[src/xor_checked_frame_parser_defines.svh]
// Assertion helpers included by the parser top level.
`ifndef XOR_CHECKED_FRAME_PARSER_DEFINES_SVH
`define XOR_CHECKED_FRAME_PARSER_DEFINES_SVH

// Same-cycle implication, held off while reset is asserted.
`define XCFP_ASSERT_SAME(label, clk, rst_n, ante, cons, msg) \
	label: assert property (@(posedge clk) disable iff (!rst_n) (ante) |-> (cons)) \
		else $error(msg);

// Next-cycle implication, held off while reset is asserted.
`define XCFP_ASSERT_NEXT(label, clk, rst_n, ante, cons, msg) \
	label: assert property (@(posedge clk) disable iff (!rst_n) (ante) |=> (cons)) \
		else $error(msg);

`endif

[src/xcfp_pkg.sv]
package xcfp_pkg;

	localparam logic [7:0] CH_START = 8'h24;
	localparam logic [7:0] CH_CR    = 8'h0D;
	localparam logic [7:0] CH_LF    = 8'h0A;
	localparam logic [7:0] CH_SEP   = 8'h2C;
	localparam logic [7:0] CH_STAR  = 8'h2A;
	localparam logic [7:0] CH_ZERO  = 8'h30;
	localparam logic [7:0] CH_NINE  = 8'h39;

	localparam int NUM_NAMES = 4;
	localparam int NAME_LEN  = 5;

	// CPERR, TMSCT, TMSTA, TMSVR
	localparam logic [7:0] NAME_CHARS [NUM_NAMES][NAME_LEN] = '{
		'{8'h43, 8'h50, 8'h45, 8'h52, 8'h52},
		'{8'h54, 8'h4D, 8'h53, 8'h43, 8'h54},
		'{8'h54, 8'h4D, 8'h53, 8'h54, 8'h41},
		'{8'h54, 8'h4D, 8'h53, 8'h56, 8'h52}
	};

	typedef enum logic [3:0] {
		PH_HUNT,
		PH_HEADER,
		PH_LENGTH,
		PH_PAYLOAD,
		PH_PCOMMA,
		PH_STAR,
		PH_HEX1,
		PH_HEX2,
		PH_CR,
		PH_LF
	} phase_t;

	typedef enum logic [2:0] {
		HT_EMPTY,
		HT_CPERR,
		HT_TMSCT,
		HT_TMSTA,
		HT_TMSVR,
		HT_OTHER
	} hdr_t;

	typedef enum logic [2:0] {
		ST_OK,
		ST_BAD_LEN,
		ST_NO_PCOMMA,
		ST_NO_STAR,
		ST_CSUM,
		ST_BAD_END
	} status_t;

	typedef enum logic {
		KIND_PAYLOAD,
		KIND_REPORT
	} kind_t;

	typedef struct packed {
		kind_t       result_kind;
		logic [7:0]  payload_byte;
		logic [15:0] payload_index;
		hdr_t        header_type;
		logic [15:0] frame_length;
		status_t     frame_status;
		logic [7:0]  received_checksum;
		logic [7:0]  computed_checksum;
	} result_t;

	// Bit 4 flags a legal hex digit; low nibble is its value (zero if illegal).
	function automatic logic [4:0] hex_digit(input logic [7:0] c);
		logic [4:0] r;
		r = '0;
		if (c >= 8'h30 && c <= 8'h39) begin
			r = {1'b1, c[3:0]};
		end else if ((c >= 8'h41 && c <= 8'h46) || (c >= 8'h61 && c <= 8'h66)) begin
			r = {1'b1, 4'(c[3:0] + 4'd9)};
		end
		return r;
	endfunction

endpackage

[src/xcfp_core.sv]
module xcfp_core #(
	parameter int LENGTH_BITS       = 16,
	parameter int MAX_LENGTH_DIGITS = 5
) (
	input  logic              clk,
	input  logic              arst_n,
	input  logic              step,
	input  logic [7:0]        rx_byte,
	output logic              has_result,
	output xcfp_pkg::result_t result
);

	localparam int DCNT_W = $clog2(MAX_LENGTH_DIGITS + 1);
	localparam logic [DCNT_W-1:0] DCNT_MAX = DCNT_W'(MAX_LENGTH_DIGITS);
	localparam int LX_W = LENGTH_BITS + 4;

	xcfp_pkg::phase_t        phase_q, phase_d;
	logic [2:0]              seen_q, seen_d;
	logic [3:0]              flags_q, flags_d;
	logic [LENGTH_BITS-1:0]  len_q, len_d;
	logic [DCNT_W-1:0]       dcnt_q, dcnt_d;
	logic [LENGTH_BITS-1:0]  pcnt_q, pcnt_d;
	logic [7:0]              xor_q, xor_d;
	logic [7:0]              csd_q, csd_d;
	xcfp_pkg::status_t       pend_q, pend_d;

	xcfp_pkg::hdr_t          hdr_class;
	logic [7:0]              nx;
	logic                    is_digit;
	logic [LX_W-1:0]         len_ext;
	logic [LX_W-1:0]         len_x10;
	logic                    len_ok;
	logic [LENGTH_BITS:0]    pcnt_inc;
	logic                    pay_last;
	logic [4:0]              hex;
	logic [7:0]              csd_new;
	logic [15:0]             len16;

	assign nx       = xor_q ^ rx_byte;
	assign is_digit = (rx_byte >= xcfp_pkg::CH_ZERO) && (rx_byte <= xcfp_pkg::CH_NINE);
	assign len_ext  = LX_W'(len_q);
	// value * 10 + digit, with four spare bits to spot overflow
	assign len_x10  = (len_ext << 3) + (len_ext << 1) + LX_W'(is_digit ? rx_byte[3:0] : 4'd0);
	assign len_ok   = is_digit && (dcnt_q < DCNT_MAX) && (len_x10[LX_W-1:LENGTH_BITS] == 4'd0);
	assign pcnt_inc = {1'b0, pcnt_q} + 1'b1;
	assign pay_last = pcnt_inc >= {1'b0, len_q};
	assign hex      = xcfp_pkg::hex_digit(rx_byte);
	assign csd_new  = {csd_q[3:0], hex[3:0]};
	assign len16    = 16'(len_q);

	always_comb begin
		if (seen_q == 3'd0) begin
			hdr_class = xcfp_pkg::HT_EMPTY;
		end else if (seen_q != 3'(xcfp_pkg::NAME_LEN)) begin
			hdr_class = xcfp_pkg::HT_OTHER;
		end else begin
			priority if (flags_q[0]) hdr_class = xcfp_pkg::HT_CPERR;
			else if (flags_q[1]) hdr_class = xcfp_pkg::HT_TMSCT;
			else if (flags_q[2]) hdr_class = xcfp_pkg::HT_TMSTA;
			else if (flags_q[3]) hdr_class = xcfp_pkg::HT_TMSVR;
			else hdr_class = xcfp_pkg::HT_OTHER;
		end
	end

	// next phase
	always_comb begin
		phase_d = phase_q;
		unique case (phase_q)
			xcfp_pkg::PH_HUNT: begin
				if (rx_byte == xcfp_pkg::CH_START) phase_d = xcfp_pkg::PH_HEADER;
			end
			xcfp_pkg::PH_HEADER: begin
				if (rx_byte == xcfp_pkg::CH_SEP) phase_d = xcfp_pkg::PH_LENGTH;
			end
			xcfp_pkg::PH_LENGTH: begin
				if (rx_byte == xcfp_pkg::CH_SEP) begin
					phase_d = (len_q == '0) ? xcfp_pkg::PH_PCOMMA : xcfp_pkg::PH_PAYLOAD;
				end else if (!len_ok) begin
					phase_d = xcfp_pkg::PH_HUNT;
				end
			end
			xcfp_pkg::PH_PAYLOAD: begin
				if (pay_last) phase_d = xcfp_pkg::PH_PCOMMA;
			end
			xcfp_pkg::PH_PCOMMA: begin
				phase_d = (rx_byte == xcfp_pkg::CH_SEP) ? xcfp_pkg::PH_STAR : xcfp_pkg::PH_HUNT;
			end
			xcfp_pkg::PH_STAR: begin
				phase_d = (rx_byte == xcfp_pkg::CH_STAR) ? xcfp_pkg::PH_HEX1 : xcfp_pkg::PH_HUNT;
			end
			xcfp_pkg::PH_HEX1: phase_d = xcfp_pkg::PH_HEX2;
			xcfp_pkg::PH_HEX2: phase_d = xcfp_pkg::PH_CR;
			xcfp_pkg::PH_CR: begin
				phase_d = (rx_byte == xcfp_pkg::CH_CR) ? xcfp_pkg::PH_LF : xcfp_pkg::PH_HUNT;
			end
			xcfp_pkg::PH_LF: phase_d = xcfp_pkg::PH_HUNT;
			default: phase_d = xcfp_pkg::PH_HUNT;
		endcase
	end

	// datapath and results
	always_comb begin
		seen_d  = seen_q;
		flags_d = flags_q;
		len_d   = len_q;
		dcnt_d  = dcnt_q;
		pcnt_d  = pcnt_q;
		xor_d   = xor_q;
		csd_d   = csd_q;
		pend_d  = pend_q;

		has_result               = 1'b0;
		result.result_kind       = xcfp_pkg::KIND_REPORT;
		result.payload_byte      = 8'd0;
		result.payload_index     = 16'd0;
		result.header_type       = hdr_class;
		result.frame_length      = len16;
		result.frame_status      = xcfp_pkg::ST_OK;
		result.received_checksum = 8'd0;
		result.computed_checksum = xor_q;

		unique case (phase_q)
			xcfp_pkg::PH_HUNT: begin
				if (rx_byte == xcfp_pkg::CH_START) begin
					seen_d  = '0;
					flags_d = '1;
					len_d   = '0;
					dcnt_d  = '0;
					pcnt_d  = '0;
					xor_d   = '0;
					csd_d   = '0;
					pend_d  = xcfp_pkg::ST_OK;
				end
			end
			xcfp_pkg::PH_HEADER: begin
				xor_d = nx;
				if (rx_byte != xcfp_pkg::CH_SEP) begin
					if (seen_q < 3'(xcfp_pkg::NAME_LEN)) begin
						for (int k = 0; k < xcfp_pkg::NUM_NAMES; k++) begin
							if (xcfp_pkg::NAME_CHARS[k][seen_q] != rx_byte) flags_d[k] = 1'b0;
						end
					end else begin
						flags_d = '0;
					end
					if (seen_q != 3'd7) seen_d = seen_q + 3'd1;
				end
			end
			xcfp_pkg::PH_LENGTH: begin
				if (rx_byte == xcfp_pkg::CH_SEP) begin
					xor_d  = nx;
					pcnt_d = '0;
				end else if (len_ok) begin
					xor_d  = nx;
					len_d  = len_x10[LENGTH_BITS-1:0];
					dcnt_d = dcnt_q + 1'b1;
				end else begin
					has_result          = 1'b1;
					result.frame_status = xcfp_pkg::ST_BAD_LEN;
				end
			end
			xcfp_pkg::PH_PAYLOAD: begin
				xor_d                    = nx;
				pcnt_d                   = pcnt_inc[LENGTH_BITS-1:0];
				has_result               = 1'b1;
				result.result_kind       = xcfp_pkg::KIND_PAYLOAD;
				result.payload_byte      = rx_byte;
				result.payload_index     = 16'(pcnt_q);
				result.computed_checksum = 8'd0;
			end
			xcfp_pkg::PH_PCOMMA: begin
				if (rx_byte == xcfp_pkg::CH_SEP) begin
					xor_d = nx;
				end else begin
					has_result          = 1'b1;
					result.frame_status = xcfp_pkg::ST_NO_PCOMMA;
				end
			end
			xcfp_pkg::PH_STAR: begin
				if (rx_byte == xcfp_pkg::CH_STAR) begin
					pend_d = xcfp_pkg::ST_OK;
					csd_d  = '0;
				end else begin
					has_result          = 1'b1;
					result.frame_status = xcfp_pkg::ST_NO_STAR;
				end
			end
			xcfp_pkg::PH_HEX1: begin
				csd_d = csd_new;
				if (!hex[4]) pend_d = xcfp_pkg::ST_CSUM;
			end
			xcfp_pkg::PH_HEX2: begin
				csd_d = csd_new;
				if (!hex[4] || csd_new != xor_q) pend_d = xcfp_pkg::ST_CSUM;
			end
			xcfp_pkg::PH_CR: begin
				if (rx_byte != xcfp_pkg::CH_CR) begin
					has_result               = 1'b1;
					result.frame_status      = xcfp_pkg::ST_BAD_END;
					result.received_checksum = csd_q;
				end
			end
			xcfp_pkg::PH_LF: begin
				has_result               = 1'b1;
				result.received_checksum = csd_q;
				result.frame_status      = (rx_byte != xcfp_pkg::CH_LF) ?
					xcfp_pkg::ST_BAD_END : pend_q;
			end
			default: begin
			end
		endcase
	end

	always_ff @(posedge clk or negedge arst_n) begin
		if (!arst_n) begin
			phase_q <= xcfp_pkg::PH_HUNT;
			seen_q  <= '0;
			flags_q <= '1;
			len_q   <= '0;
			dcnt_q  <= '0;
			pcnt_q  <= '0;
			xor_q   <= '0;
			csd_q   <= '0;
			pend_q  <= xcfp_pkg::ST_OK;
		end else if (step) begin
			phase_q <= phase_d;
			seen_q  <= seen_d;
			flags_q <= flags_d;
			len_q   <= len_d;
			dcnt_q  <= dcnt_d;
			pcnt_q  <= pcnt_d;
			xor_q   <= xor_d;
			csd_q   <= csd_d;
			pend_q  <= pend_d;
		end
	end

endmodule

[src/xor_checked_frame_parser.sv]
// Byte-serial deframer for '$' HEADER ',' LENGTH ',' DATA ',' '*' HH CR LF.
// Input channel rx_valid/rx_ready carries one received byte per request.
// Output channel res_valid/res_ready carries one result per request: either
// a payload byte (result_kind 0) with its index, or an end-of-frame report
// (result_kind 1) with header type, length, status and both checksums.
// Bytes outside a frame and most frame bytes produce no result.
// A byte is held in the input register, then a parse step moves its result
// into the result register. Throughput: one byte per cycle while the
// receiver keeps up; the parse state machine advances once per byte and the
// result register frees each cycle the receiver takes it.
// A stalled receiver holds the result; one more byte waits in the input
// register and rx_ready drops until the result is taken.
// Reset (arst_n low) empties both registers and returns the parser to
// hunting for '$'.
module xor_checked_frame_parser #(
	parameter int LENGTH_BITS       = 16,
	parameter int MAX_LENGTH_DIGITS = 5
) (
	input  logic        clk,
	input  logic        arst_n,
	input  logic        rx_valid,
	output logic        rx_ready,
	input  logic [7:0]  rx_byte,
	output logic        res_valid,
	input  logic        res_ready,
	output logic        result_kind,
	output logic [7:0]  payload_byte,
	output logic [15:0] payload_index,
	output logic [2:0]  header_type,
	output logic [15:0] frame_length,
	output logic [2:0]  frame_status,
	output logic [7:0]  received_checksum,
	output logic [7:0]  computed_checksum
);

	`include "xor_checked_frame_parser_defines.svh"

	logic              v_s1;
	logic [7:0]        byte_s1;
	logic              adv;
	logic              has_res;
	xcfp_pkg::result_t res;
	logic              res_valid_q;
	xcfp_pkg::result_t res_q;

	logic              pay_out;
	logic              rep_out;
	logic              rep_zero;
	logic              pay_zero;
	logic              res_new;

	// advance the held byte once the result register is free or being drained
	assign adv      = v_s1 && (!res_valid_q || res_ready);
	assign rx_ready = !v_s1 || adv;

	always_ff @(posedge clk or negedge arst_n) begin
		if (!arst_n) begin
			v_s1 <= 1'b0;
		end else if (rx_ready) begin
			v_s1 <= rx_valid;
		end
	end

	always_ff @(posedge clk) begin
		if (rx_ready && rx_valid) byte_s1 <= rx_byte;
	end

	xcfp_core #(
		.LENGTH_BITS       (LENGTH_BITS),
		.MAX_LENGTH_DIGITS (MAX_LENGTH_DIGITS)
	) u_core (
		.clk        (clk),
		.arst_n     (arst_n),
		.step       (adv),
		.rx_byte    (byte_s1),
		.has_result (has_res),
		.result     (res)
	);

	always_ff @(posedge clk or negedge arst_n) begin
		if (!arst_n) begin
			res_valid_q <= 1'b0;
		end else if (adv) begin
			res_valid_q <= has_res;
		end else if (res_ready) begin
			res_valid_q <= 1'b0;
		end
	end

	always_ff @(posedge clk) begin
		if (adv && has_res) res_q <= res;
	end

	assign res_valid         = res_valid_q;
	assign result_kind       = res_q.result_kind;
	assign payload_byte      = res_q.payload_byte;
	assign payload_index     = res_q.payload_index;
	assign header_type       = res_q.header_type;
	assign frame_length      = res_q.frame_length;
	assign frame_status      = res_q.frame_status;
	assign received_checksum = res_q.received_checksum;
	assign computed_checksum = res_q.computed_checksum;

	assign pay_out  = res_valid_q && (res_q.result_kind == xcfp_pkg::KIND_PAYLOAD);
	assign rep_out  = res_valid_q && (res_q.result_kind == xcfp_pkg::KIND_REPORT);
	assign rep_zero = (res_q.frame_status == xcfp_pkg::ST_OK) &&
		(res_q.received_checksum == 8'd0) && (res_q.computed_checksum == 8'd0);
	assign pay_zero = (res_q.payload_byte == 8'd0) && (res_q.payload_index == 16'd0);
	assign res_new  = adv && has_res;

	`XCFP_ASSERT_SAME(a_payload_clean, clk, arst_n, pay_out, rep_zero, "report fields on payload")
	`XCFP_ASSERT_SAME(a_report_clean, clk, arst_n, rep_out, pay_zero, "payload fields on report")
	`XCFP_ASSERT_SAME(a_ready_when_empty, clk, arst_n, !res_valid_q, rx_ready, "stall, output empty")
	`XCFP_ASSERT_NEXT(a_result_lands, clk, arst_n, res_new, res_valid_q, "result not registered")

endmodule

[config.mk]
export PLATFORM = sky130hd
export DESIGN_NAME = xor_checked_frame_parser
export DESIGN_NICKNAME = d
export VERILOG_FILES = /design/src/xcfp_pkg.sv /design/src/xcfp_core.sv /design/src/xor_checked_frame_parser.sv
export VERILOG_INCLUDE_DIRS = /design/src /design/src/src
export SDC_FILE = /design/constraint.sdc
export NUM_CORES = 1
export LEC_CHECK = 0
export BUFFER_PORTS_ARGS = -buffer_cell sky130_fd_sc_hd__buf_2
export CAP_MARGIN = 40
export CORE_MARGIN = 5
export CORE_UTILIZATION = 35
export CTS_CLUSTER_DIAMETER = 40
export DETAILED_ROUTE_END_ITERATION = 10
export PLACE_DENSITY = 0.48
export SYNTH_ARGS = -nofsm -noshare
export SYNTH_HDL_FRONTEND = slang
export SYNTH_SLANG_ARGS = --single-unit
[constraint.sdc]
create_clock -name clk -period 18.4 [get_ports clk]
set_input_delay 1.84 -clock clk [delete_from_list [all_inputs] [get_ports clk]]
set_output_delay 1.84 -clock clk [all_outputs]
set_load 0.005 [all_outputs]
# ---- Yosys cells after proc, flatten, opt, wreduce, memory -nomap -nowiden
# Memories as Yosys holds them, arrays and structs flattened.
# Index checks and enable logic that the tools add are counted.
dict set report word_totals {
  out_inout_bits 65
  reg_bits 138
  input_bits 12
  mem_bits_ro 256
  memories 4
}
# memory words width read_ports rd_ports_with_merged_regs write_ports line
set mem_list {}
lappend mem_list {{(name not given)} 8 8 1 0 0 xcfp_core.sv:140} ;# if (xcfp_pkg::NAME_CHARS[k][seen_q] != rx_byte) flags_d[k] = 1'b0;
lappend mem_list {{(name not given)} 8 8 1 0 0 xcfp_core.sv:140}
lappend mem_list {{(name not given)} 8 8 1 0 0 xcfp_core.sv:140}
lappend mem_list {{(name not given)} 8 8 1 0 0 xcfp_core.sv:140}
dict set report classes {
  add_sub_neg 6
  reduce_logical 41
  bitwise_logic 2
  eq_ne 41
  muxes 75
  order_cmp 10
}
# cell n
set op_table {}
lappend op_table {{8-bit two-way mux} 13}
lappend op_table {{16-bit two-way mux} 4}
lappend op_table {{3-bit two-way mux} 17}
lappend op_table {{16-bit one-hot mux with 3 select lines} 1}
lappend op_table {{4-bit two-way mux} 10}
lappend op_table {{8-bit != test} 5}
lappend op_table {{5-bit AND reduction} 8}
lappend op_table {{4-bit one-hot mux with 9 select lines} 1}
lappend op_table {{16-bit one-hot mux with 2 select lines} 1}
lappend op_table {{8-bit one-hot mux with 4 select lines} 1}
lappend op_table {{25-bit two-way mux} 1}
lappend op_table {{8-bit by 6-bit equality test with 1-bit output, second input constant} 3}
lappend op_table {{8-bit one-hot mux with 3 select lines} 1}
lappend op_table {{3-bit != test, second input constant} 7}
lappend op_table {{19-bit by 17-bit adder with 20-bit output} 1}
lappend op_table {{20-bit adder} 1}
lappend op_table {{2-bit by 1-bit != test with 1-bit output, second input constant} 10}
lappend op_table {{16-bit by 1-bit adder with 17-bit output, second input constant} 1}
lappend op_table {{17-bit by 16-bit greater-or-equal comparator with 1-bit output} 1}
lappend op_table {{4-bit by 3-bit equality test with 1-bit output, second input constant} 4}
lappend op_table {{8-bit by 7-bit greater-or-equal comparator with 1-bit output, second input constant} 2}
lappend op_table {{8-bit by 7-bit <= comparator with 1-bit output, second input constant} 2}
lappend op_table {{16-bit logical NOT} 1}
lappend op_table {{8-bit by 4-bit != test with 1-bit output, second input constant} 2}
lappend op_table {{other kinds (37)} 77}

# ---- Depth between registers and ports, before layout
# Gate-level depths: netlist of the first run.
dict set report depth {
  depth_word 10
  depth_mapped 18
  depth_no_buf 16
}

# ---- By module
# Synthesis of the first run repeated with hierarchy kept, for this count alone.
dict set report unflattened {
  hier_cells 823
  area_unflattened_um2 8187.9
}
# mod instances cells_each area_each_um2
set modules_own_cells {}
lappend modules_own_cells {xcfp_core 1 742 5947.0}
lappend modules_own_cells {xor_checked_frame_parser 1 81 2240.9}

# ---- Least setup slack after synthesis of the first run
# OpenSTA, ideal clock, no wires.
dict set report synth_timing {
  path_kind {register to register}
  start {reg byte_s1[1]}
  end {reg res_q, in the netlist computed_checksum[0] (enable)}
  slack_ns 11.334
  period_less_slack_ns 7.066
  stages_incl_launch_ff 17
  path_buffers 0
  t_arrival_ns 6.561
  setup_ns 0.505
  path_cell_list {edfxtp_1 -> inv_1 -> ha_1 -> o21bai_1 -> a21boi_4 -> and2_1 -> ha_1 -> ha_1 -> fa_1 -> a21o_1 -> a221o_1 -> a41o_1 -> o21ai_0 -> a32oi_1 -> or3b_1 -> nand2_1 -> a21oi_1}
}
dict set report synth_between {
  elab_chain_cells 10
  elab_cells_between_ends 18
  classes_between {add/sub: 1; order compare: 2; eq/ne: 3; mux: 7; reduce/logical: 5}
}
# element line
set synth_lines {}
lappend synth_lines {{from (decl)} xor_checked_frame_parser.sv:39} ;# logic [7:0] byte_s1;
lappend synth_lines {{from (signal assigned)} xor_checked_frame_parser.sv:65} ;# if (rx_ready && rx_valid) byte_s1 <= rx_byte;
lappend synth_lines {{8-bit by 6-bit greater-or-equal comparator with 1-bit output or 8-bit by 6-bit <= comparator with 1-bit output (tied branches)} xcfp_core.sv:40} ;# assign is_digit = (rx_byte >= xcfp_pkg::CH_ZERO) && (rx_byte <= xcfp_pkg::CH_NINE);
lappend synth_lines {{1-bit logical AND} xcfp_core.sv:40}
lappend synth_lines {{4-bit two-way mux} xcfp_core.sv:43} ;# assign len_x10 = (len_ext << 3) + (len_ext << 1) + LX_W'(is_digit ? rx_byte[3:0] : 4'd0);
lappend synth_lines {{20-bit adder} xcfp_core.sv:43}
lappend synth_lines {{4-bit logical NOT} xcfp_core.sv:44} ;# assign len_ok = is_digit && (dcnt_q < DCNT_MAX) && (len_x10[LX_W-1:LENGTH_BITS] == 4'd0);
lappend synth_lines {{1-bit logical AND} xcfp_core.sv:44}
lappend synth_lines {{1-bit two-way mux} xcfp_core.sv:152} ;# end else if (len_ok) begin
lappend synth_lines {{1-bit two-way mux} xcfp_core.sv:149} ;# if (rx_byte == xcfp_pkg::CH_SEP) begin
lappend synth_lines {{1-bit one-hot mux with 5 select lines *} xcfp_core.sv:122} ;# unique case (phase_q)
lappend synth_lines {{1-bit logical AND *} --}
lappend synth_lines {{to (signal assigned)} xor_checked_frame_parser.sv:91} ;# if (adv && has_res) res_q <= res;
lappend synth_lines {{to (decl)} xor_checked_frame_parser.sv:44} ;# xcfp_pkg::result_t res_q;
# Mark *: on every way between the ends. The rest lies on a longest branch, timed or not.
# A chain may end at the register's enable or synchronous reset.

# ---- Worst setup path in the final report of the first run
dict set report layout_timing {
  start {reg byte_s1[1]}
  end {reg res_q, in the netlist frame_length[4] (enable)}
}
# Same word-level chain as after synthesis.

==> results of run 1 <==
-- layer usage --
| metal | global-route usage | up-vias | routed length, um |
|---|---|---|---|
| met4 | 0.0343 | 0 | 178 |
| met2 | 0.277 | 125 | 10600 |
| met5 | 0 | - | 0 |
| met3 | 0.0275 | 14 | 708 |
| li1 | - | 3151 | - |
| met1 | 0.228 | 3020 | 10200 |
-- sequential cells by signal (all words and copies together) (netlist names), 3 cells and up --
register	cells
frame_length	16
payload_index	16
u_core.len16	16
u_core.pcnt_q	16
byte_s1	8
computed_checksum	8
payload_byte	8
received_checksum	8
u_core.csd_q	8
u_core.xor_q	8
u_core.flags_q	4
u_core.phase_q	4
frame_status	3
header_type	3
u_core.dcnt_q	3
u_core.seen_q	3
-- worst max path at each step --
stage / end / cells after the start / from / slack [ns]
6_report: frame_length[4] / 17 / byte_s1[1] / 12.45
5_1_grt: frame_length[2] / 17 / byte_s1[0] / 12.06
4_1_cts: payload_index[13] / 17 / byte_s1[0] / 12.38
3_5_place_dp: frame_length[12] / 17 / byte_s1[0] / 12.41
3_3_place_gp: frame_length[14] / 17 / byte_s1[1] / 12.59
2_1_floorplan: computed_checksum[0] / 16 / byte_s1[1] / 11.33
-- kinds of logic (layout without fill, tap and decap cells) --
group           Yosys count  after routing  synth area share
buf+inv                  80            159            0.0395
fa+ha+maj                64             64            0.0988
simple gates            278            278             0.171
compound gates          202            202             0.167
flops                   136            136             0.456
mux                      22             22            0.0279
xor+xnor                 38             38            0.0403
-- report_power, final --
| group | switching [W] | internal [W] | total [W] |
|---|---|---|---|
| sequential | 0.0000893 | 0.000401 | 0.000490 |
| combinational | 0.000320 | 0.000218 | 0.000538 |
| clock | 0.000143 | 0.000176 | 0.000319 |
| total | 0.000552 | 0.000795 | 0.00135 |
-- placed cells by master (no fill, tap or decap), types with 6 or more instances in the layout --
cell,count
buf_4,7
nor4_1,10
clkinvlp_4,6
inv_1,41
and3_1,15
a21oi_1,32
and2_1,42
nand2_1,81
nor3b_1,9
nor2b_1,8
mux2i_1,17
o22ai_1,7
clkbuf_16,17
o21ai_0,43
nand4_1,9
nor3_1,13
xor2_1,21
buf_2,77
nor2_1,55
ha_1,62
o31ai_1,10
a21o_1,16
o41ai_1,9
edfxtp_1,71
nand3_1,13
a31oi_1,22
xnor2_1,17
dfrtp_1,61
-- cell type report --
class / count / share of cell area
multi-input combinational: 604 / 0.439
sequential: 136 / 0.395
timing repair buffer: 86 / 0.0517
clock buffer: 18 / 0.0461
tap: 319 / 0.0419
inverter: 41 / 0.0161
clock inverter: 14 / 0.0105
-- stage by stage --
| step | hold WS [ns] | area [sq um] | cells |
|---|---|---|---|
| after floorplan | 0.442 | 8260 | 820 |
| after global placement | 0.462 | 8930 | 1182 |
| after detailed placement | 0.468 | 9000 | 1186 |
| after CTS | 0.482 | 9540 | 1218 |
| after global routing | 0.526 | 9540 | 1218 |
| final | 0.472 | 9540 | 1218 |
-- critical path: stages (launching register included) --
cell,delay (ns)
edfxtp_1,0.68
inv_1,0.28
ha_1,0.29
o21bai_1,0.24
a21boi_4,0.14
and2_1,0.24
ha_1,0.19
ha_1,0.22
fa_1,0.42
a21o_1,0.19
a221o_1,0.37
a41o_1,0.27
o21ai_0,0.33
a32oi_1,0.13
or3b_1,0.24
nand2_1,0.16
a21oi_4,0.51
buf_4,0.63
==> reports/results.ini, run 1 <==
[timing]
relSlewSlack = 0.425
setup_viol = 0
tns_ns = 0
finalCritPeriodShare = 0.324
finalHoldViolations = 0
rsz0062_at_grt = no
worst_pin_slew_ns = 0.861
timing.fmax_mhz = 168
fin_ws_ns = 12.45
final_max_slew_viol_count = 0
fin_crit_ns = 5.95
fin_skew_ns = 0.0119

[global_route]
grt_max_degree = 56
overflow = 0
grtUsageTotal = 0.166
first_global_vias = 6176
grt_first_pass_wirelength_mm = 34.8
antenna_found_initial = 0

[logic_synthesis]
syn_area_sq_mm = 0.00826
synth_seq_area_share = 0.456
synth_ff_type = edfxtp_1
ys_top_cells_by_area = edfxtp_1, dfrtp_1, ha_1
synth_top_area_share = 0.258
yosysWarningCount = 0
yosysMostFrequentCell = nand2_1
postSynthAreaPerCell_sq_um = 10.1
synth_nets = 896
synthCells = 820
synth_area_leader_cell = edfxtp_1
async_flop_share = 0.478
synth_common_cells = nand2_1, edfxtp_1, ha_1
synth.distinct_cells = 75
synth_seq_cells = 136
synth_edf_count = 71

[clock_tree]
cts_buffer_depth = 2
cts_tree = yes
hold_buffers = 0
cts_sinks = 136
path_clk_slew_ns = 0.06
cts_buffers = 17
cts-root-buf = clkbuf_16
post_cts_resized = 0
post_cts_buffers = 0
cts_max_level = 4
worst_skew_pair.late_latency_ns = 0.42

[routing]
firstDrtPassIters = 5
vias = 6310
drt_iter0_markers = 347
wirelength_mm = 21.7
postRouteAntennaNets = 0
viasPerCell = 5.18
post_drt_wl_per_cell_um = 17.8
remaining_drc_errors = 0

[min_path]
worstHoldPathCells = 2
hold_end = u_core.csd_q[6]
hp-start = u_core.csd_q[6]
hold_path.class = reg2reg

[critical_path]
cp_data_required_time_ns = 18.46
rr_endpoint = frame_length[4]
critPathLaunchType = register
crit_fanout = 52
reg2reg_depth = 17
cp_data_arrival_time_ns = 6.01
r2r_slack_ns = 12.45
critPathKind = reg2reg
r2r-start = byte_s1[1]
crit_path_end_kind = register

[floorplanning]
die_width_um = 164
rows = 56
die_area_sq_mm = 0.0268
design.core.area_sq_mm = 0.0233
start_util = 0.354
ioPinCount = 77
fp.dieH_um = 164

[placed_design]
io_buffer_count = 76
place.gp.congestion = 0.817
pre_cts_ws_ns = 12.41
place.detailed.hpwl_mm = 16.0

[cells_and_area]
n_fill_cell = 2295
fin_util = 0.409
multiInputGateArea_sq_mm = 0.00419
drive_above_1_share = 0.149
diodes = 0
area_growth_pct = 15.4
seq_area_sq_mm = 0.00376
fin_nets = 962

[pwr]
peakVddDrop_uv = 62.3
power.total_w = 0.00135
power.leakage_nw = 4.24
pwr_density_cell_mw_per_mm2 = 141

[flow_run]
cap_violations = 0

[run_status]
status = finished clean

No activity file was read; power rests on OpenSTA's default activity.
==> run 2: changes to the inputs <==
Clock period 18.4 ns to 5.69 ns, I/O delays scaled along.
==> reports/results.ini, run 2 (synthesis gave the netlist of run 1 again) <==
[run_status]
status = finished clean  ; unchanged

[routing]
firstDrtPassIters = 5  ; unchanged
drt_iter0_markers = 386  ; was 347
post_drt_wl_per_cell_um = 17.8  ; about the same
wirelength_mm = 21.8  ; was 21.7 mm
remaining_drc_errors = 0  ; unchanged
viasPerCell = 5.17  ; was 5.18
postRouteAntennaNets = 0  ; unchanged
vias = 6338  ; was 6310

[cells_and_area]
fin_nets = 969  ; was 962
n_fill_cell = 2305  ; was 2295
area_growth_pct = 17.8  ; was 15.4%
layout_common_cells = nand2_1, buf_2, edfxtp_1, ha_1, dfrtp_1  ; unchanged
drive_above_1_share = 0.156  ; was 0.149
mostFrequentLayoutCell = nand2_1  ; unchanged
fin_util = 0.417  ; was 0.409
diodes = 0  ; unchanged

[global_route]
busiest_layer = met2  ; unchanged
overflow = 0  ; unchanged
grt_first_pass_wirelength_mm = 34.8  ; about the same
grt_max_degree = 56  ; unchanged
antenna_found_initial = 0  ; unchanged
first_global_vias = 6399  ; was 6176
use_met3 = 0.0353  ; was 0.0275
gr-usage-met2 = 0.278  ; was 0.277
grt_use_met1 = 0.217  ; was 0.228
grtUsageTotal = 0.166  ; about the same

[critical_path]
critPathMaxStageDelay_ns = 0.43  ; was 0.68 ns
worst_path_max_delay_cell = or3b_1  ; was edfxtp_1
r2r-start = byte_s1[1]  ; unchanged
crit_path_end_kind = register  ; unchanged
critPathLaunchType = register  ; unchanged
crit_start = byte_s1[1]  ; unchanged
critPathKind = reg2reg  ; unchanged
crit_chain = inv_1 > ha_1 > o21bai_1 > a21boi_4 > and2_1 > ha_1 > ha_1 > fa_1 > a21o_1 > a221o_1 > a41o_1 > or3_4 > a32oi_1 > or3b_1 > nand2_1 > a21oi_4 > buf_12 > buf_12  ; was inv_1 > ha_1 > o21bai_1 > a21boi_4 > and2_1 > ha_1 > ha_1 > fa_1 > a21o_1 > a221o_1 > a41o_1 > o21ai_0 > a32oi_1 > or3b_1 > nand2_1 > a21oi_4 > buf_4
r2r_slack_ns = 0.72  ; was 12.45 ns
crit_fanout = 35  ; was 52
rr_endpoint = frame_length[8]  ; was frame_length[4]
cp_data_arrival_time_ns = 5.13  ; was 6.01 ns
reg2reg_depth = 18  ; was 17
cp_common_cell = ha_1  ; unchanged
cp_data_required_time_ns = 5.85  ; was 18.46 ns

[timing]
finalCritPeriodShare = 0.873  ; was 0.324
rsz0062_at_grt = no  ; unchanged
fin_skew_ns = 0.0160  ; was 0.0119 ns
final_max_slew_viol_count = 0  ; unchanged
timing.fmax_mhz = 201  ; was 168 MHz
holdWs_ns = 0.0836  ; was 0.472 ns
relSlewSlack = 0.535  ; was 0.425
setup_viol = 0  ; unchanged
fin_crit_ns = 4.97  ; was 5.95 ns
finalHoldViolations = 0  ; unchanged
tns_ns = 0  ; unchanged
worst_pin_slew_ns = 0.694  ; was 0.861 ns

[floorplanning]
start_util = 0.354  ; unchanged
ioPinCount = 77  ; unchanged
die_area_sq_mm = 0.0268  ; unchanged
die_width_um = 164  ; unchanged
fp.dieH_um = 164  ; unchanged
rows = 56  ; unchanged
design.core.area_sq_mm = 0.0233  ; unchanged

[flow_run]
cap_violations = 0  ; unchanged

[pwr]
peakVddDrop_uv = 212  ; was 62.3 uV
power.total_w = 0.00461  ; was 0.00135 W
pwr_density_cell_mw_per_mm2 = 473  ; was 141 mW/mm^2
power.leakage_nw = 4.34  ; was 4.24 nW

[clock_tree]
cts_max_level = 4  ; unchanged
cts_tree = yes  ; unchanged
cts-root-buf = clkbuf_16  ; unchanged
cts_buffers = 17  ; unchanged
hold_buffers = 0  ; unchanged
post_cts_resized = 0  ; unchanged
post_cts_buffers = 0  ; unchanged
worst_skew_pair.late_latency_ns = 0.42  ; about the same
cts_sinks = 136  ; unchanged
cts_buffer_depth = 2  ; unchanged
path_clk_slew_ns = 0.06  ; about the same

[placed_design]
io_buffer_count = 76  ; unchanged
place.detailed.hpwl_mm = 16.0  ; about the same
place.gp.congestion = 0.810  ; was 0.817

[min_path]
hold_path.class = in2async  ; was reg2reg

run 2: critical path, delay by kind of cell (launching register included):
kind	cells	cell delay, ns
buf+inv	3	0.52
flops	1	0.34
compound gates	7	1.53
fa+ha+maj	4	1.09
simple gates	4	1.20
run 2: final cells by class:
type / instances / area, sq um / share of cell area
timing repair buffer: 93 / 553 / 0.0569
tap: 319 / 399 / 0.0410
clock buffer: 20 / 447 / 0.0459
multi-input combinational: 604 / 4190 / 0.430
inverter: 41 / 154 / 0.0158
sequential: 136 / 3760 / 0.387
clock inverter: 12 / 224 / 0.0230
run 2: how the worst max path moves through the flow:
stage,endpoint,depth (start not counted)
6_report,frame_length[8],18
5_1_grt,frame_length[8],18
4_1_cts,frame_length[8],18
3_5_place_dp,frame_length[13],18
3_3_place_gp,frame_length[13],17
2_1_floorplan,computed_checksum[0],16
run 2: routing by layer:
metal,wire [um],share of wire
met5,0,0
met4,344,0.016
met2,10700,0.49
met1,9990,0.46
met3,781,0.036
run 2: stage by stage:
stage / std cells / setup slack [ns] / cell area, sq um
2_1_floorplan: 820 / 0.655 / 8270
3_3_place_gp: 1190 / 0.574 / 9000
3_5_place_dp: 1193 / 0.730 / 9060
4_1_cts: 1225 / 0.710 / 9730
5_1_grt: 1225 / 0.429 / 9730
6_report: 1225 / 0.720 / 9730
run 2: where the power goes:
group	switching, W	internal, W
Clock	0.000439	0.000836
Combinational	0.00104	0.000711
Sequential	0.000283	0.00129
Total	0.00176	0.00284
==> run 3: changes to the inputs <==
Settings changed: REMOVE_ABC_BUFFERS from default to 1.
==> reports/results.ini, run 3 (synthesis gave the netlist of run 1 again) <==
[run_status]
status = finished clean  ; unchanged

[flow_run]
cap_violations = 0  ; unchanged

[critical_path]
crit_fanout = 49  ; was 35
rr_endpoint = payload_index[7]  ; was frame_length[8]
crit_path_end = payload_index[7]  ; was frame_length[8]
crit_path_end_kind = register  ; unchanged
worst_path_max_delay_cell = a21oi_4  ; was or3b_1
reg2reg_depth = 17  ; was 18
crit_chain = buf_4 > ha_1 > o21bai_1 > a21boi_4 > and2_1 > ha_1 > ha_1 > fa_1 > a21o_1 > a221o_1 > a41o_1 > o21ai_0 > a32oi_1 > or3b_1 > nand2_1 > a21oi_4 > buf_12  ; was inv_1 > ha_1 > o21bai_1 > a21boi_4 > and2_1 > ha_1 > ha_1 > fa_1 > a21o_1 > a221o_1 > a41o_1 > or3_4 > a32oi_1 > or3b_1 > nand2_1 > a21oi_4 > buf_12 > buf_12
r2r_slack_ns = 0.48  ; was 0.72 ns
critPathKind = reg2reg  ; unchanged
cp_data_required_time_ns = 5.78  ; was 5.85 ns
cp_data_arrival_time_ns = 5.30  ; was 5.13 ns
cp_common_cell = ha_1  ; unchanged
critPathLaunchType = register  ; unchanged
critPathMaxStageDelay_ns = 0.54  ; was 0.43 ns
r2r-start = byte_s1[0]  ; was byte_s1[1]
crit_start = byte_s1[0]  ; was byte_s1[1]

[floorplanning]
design.core.area_sq_mm = 0.0233  ; unchanged
die_width_um = 164  ; unchanged
fp.dieH_um = 164  ; unchanged
start_util = 0.354  ; unchanged
rows = 56  ; unchanged
die_area_sq_mm = 0.0268  ; unchanged
ioPinCount = 77  ; unchanged

[routing]
remaining_drc_errors = 0  ; unchanged
drt_iter0_markers = 375  ; was 386
viasPerCell = 5.17  ; about the same
postRouteAntennaNets = 0  ; unchanged
wirelength_mm = 21.9  ; was 21.8 mm
post_drt_wl_per_cell_um = 17.9  ; was 17.8 um
firstDrtPassIters = 6  ; was 5
vias = 6330  ; was 6338

[pwr]
peakVddDrop_uv = 195  ; was 212 uV
combPwrFrac = 0.394  ; was 0.381
power.leakage_nw = 4.29  ; was 4.34 nW
switchingPower_w = 0.00175  ; was 0.00176 W
cellInternalPower_w = 0.00270  ; was 0.00284 W
switching_share = 0.393  ; was 0.383
seqPwrFrac = 0.353  ; was 0.342
pwr_density_cell_mw_per_mm2 = 462  ; was 473 mW/mm^2
power.share.clock = 0.252  ; was 0.277

[cells_and_area]
drive_above_1_share = 0.151  ; was 0.156
n_fill_cell = 2344  ; was 2305
layout_common_cells = nand2_1, buf_2, edfxtp_1, ha_1, dfrtp_1  ; unchanged
diodes = 0  ; unchanged
fin_cells = 1224  ; was 1225
area_growth_pct = 16.6  ; was 17.8%
mostFrequentLayoutCell = nand2_1  ; unchanged
fin_nets = 968  ; was 969

[placed_design]
place.detailed.hpwl_mm = 16.1  ; was 16.0 mm
place.gp.congestion = 0.840  ; was 0.810
io_buffer_count = 76  ; unchanged
placedCellCount = 1192  ; was 1193

[timing]
rsz0062_at_grt = no  ; unchanged
fin_skew_ns = 0.0129  ; was 0.0160 ns
tns_ns = 0  ; unchanged
timing.fmax_mhz = 192  ; was 201 MHz
fin_crit_ns = 5.21  ; was 4.97 ns
finalCritPeriodShare = 0.916  ; was 0.873
final_max_slew_viol_count = 0  ; unchanged
worst_pin_slew_ns = 0.712  ; was 0.694 ns
setup_viol = 0  ; unchanged
relSlewSlack = 0.526  ; was 0.535
finalHoldViolations = 0  ; unchanged

[clock_tree]
post_cts_buffers = 0  ; unchanged
path_clk_slew_ns = 0.06  ; about the same
cts-root-buf = clkbuf_16  ; unchanged
cts_tree = yes  ; unchanged
cts_sinks = 136  ; unchanged
post_cts_resized = 0  ; unchanged
hold_buffers = 0  ; unchanged
cts_max_level = 4  ; unchanged
cts_buffer_depth = 2  ; unchanged
cts_buffers = 17  ; unchanged
worst_skew_pair.late_latency_ns = 0.42  ; about the same

[min_path]
hold_path.class = in2async  ; unchanged

[global_route]
grt_first_pass_wirelength_mm = 35.5  ; was 34.8 mm
grt_max_degree = 52  ; was 56
overflow = 0  ; unchanged
grtUsageTotal = 0.169  ; was 0.166
first_global_vias = 6452  ; was 6399
antenna_found_initial = 0  ; unchanged

## run 3: per-layer routing
layer	vias up	track usage	share of wire	wire length, um
met5	-	0	0	0
met4	0	0.0347	0.0079	172
met3	10	0.0346	0.034	739
met2	130	0.290	0.50	10800
met1	3039	0.221	0.46	10100
li1	3151	-	-	-
## run 3: worst min-delay path by stage
stage,endpoint,slack [ns],cells past startpoint
final,u_core.xor_q[3],0.1,2
after global routing,u_core.csd_q[2],0.1,2
after CTS,u_core.csd_q[2],0.09,2
after detailed placement,u_core.csd_q[7],0.47,2
after global placement,u_core.csd_q[7],0.46,2
after floorplan,res_valid,0.27,0
## run 3: cell type report
| class | count | area, sq um | share of cell area |
|---|---|---|---|
| sequential | 136 | 3760 | 0.391 |
| multi-input combinational | 604 | 4190 | 0.435 |
| tap | 319 | 399 | 0.0415 |
| clock inverter | 9 | 128 | 0.0133 |
| clock buffer | 23 | 458 | 0.0476 |
| inverter | 41 | 154 | 0.0160 |
| timing repair buffer | 92 | 541 | 0.0561 |
## run 3: stage by stage
stage	worst slack [ns]	area, sq um	power [W]	utilization	hold WS [ns]
after global placement	0.618	8990	0.00336	0.385	0.458
after floorplan	-1.63	8090	0.00276	-	0.273
final	0.479	9630	0.00445	0.413	0.0980
after global routing	0.217	9630	0.00480	0.413	0.0997
after CTS	0.434	9630	0.00451	0.413	0.0893
after detailed placement	0.487	9040	0.00337	0.388	0.466
## run 3: critical path, delay by kind of cell, from the launching register on
family                     cells  cell delay (ns)
AOI/OAI and AO/OA              8             2.26
adders and majority gates      4             1.05
buffers and inverters          2             0.52
DFF                            1             0.42
and+or+nand+nor                3             0.58
## run 3: power groups by stage
stage               registers, W  logic, W  clock network (W)
finish                   0.00157   0.00176            0.00112
global route             0.00162   0.00198            0.00120
CTS                      0.00158   0.00178            0.00116
detailed placement       0.00160   0.00177                  0
global placement         0.00160   0.00176                  0
floorplan                0.00151   0.00125                  0
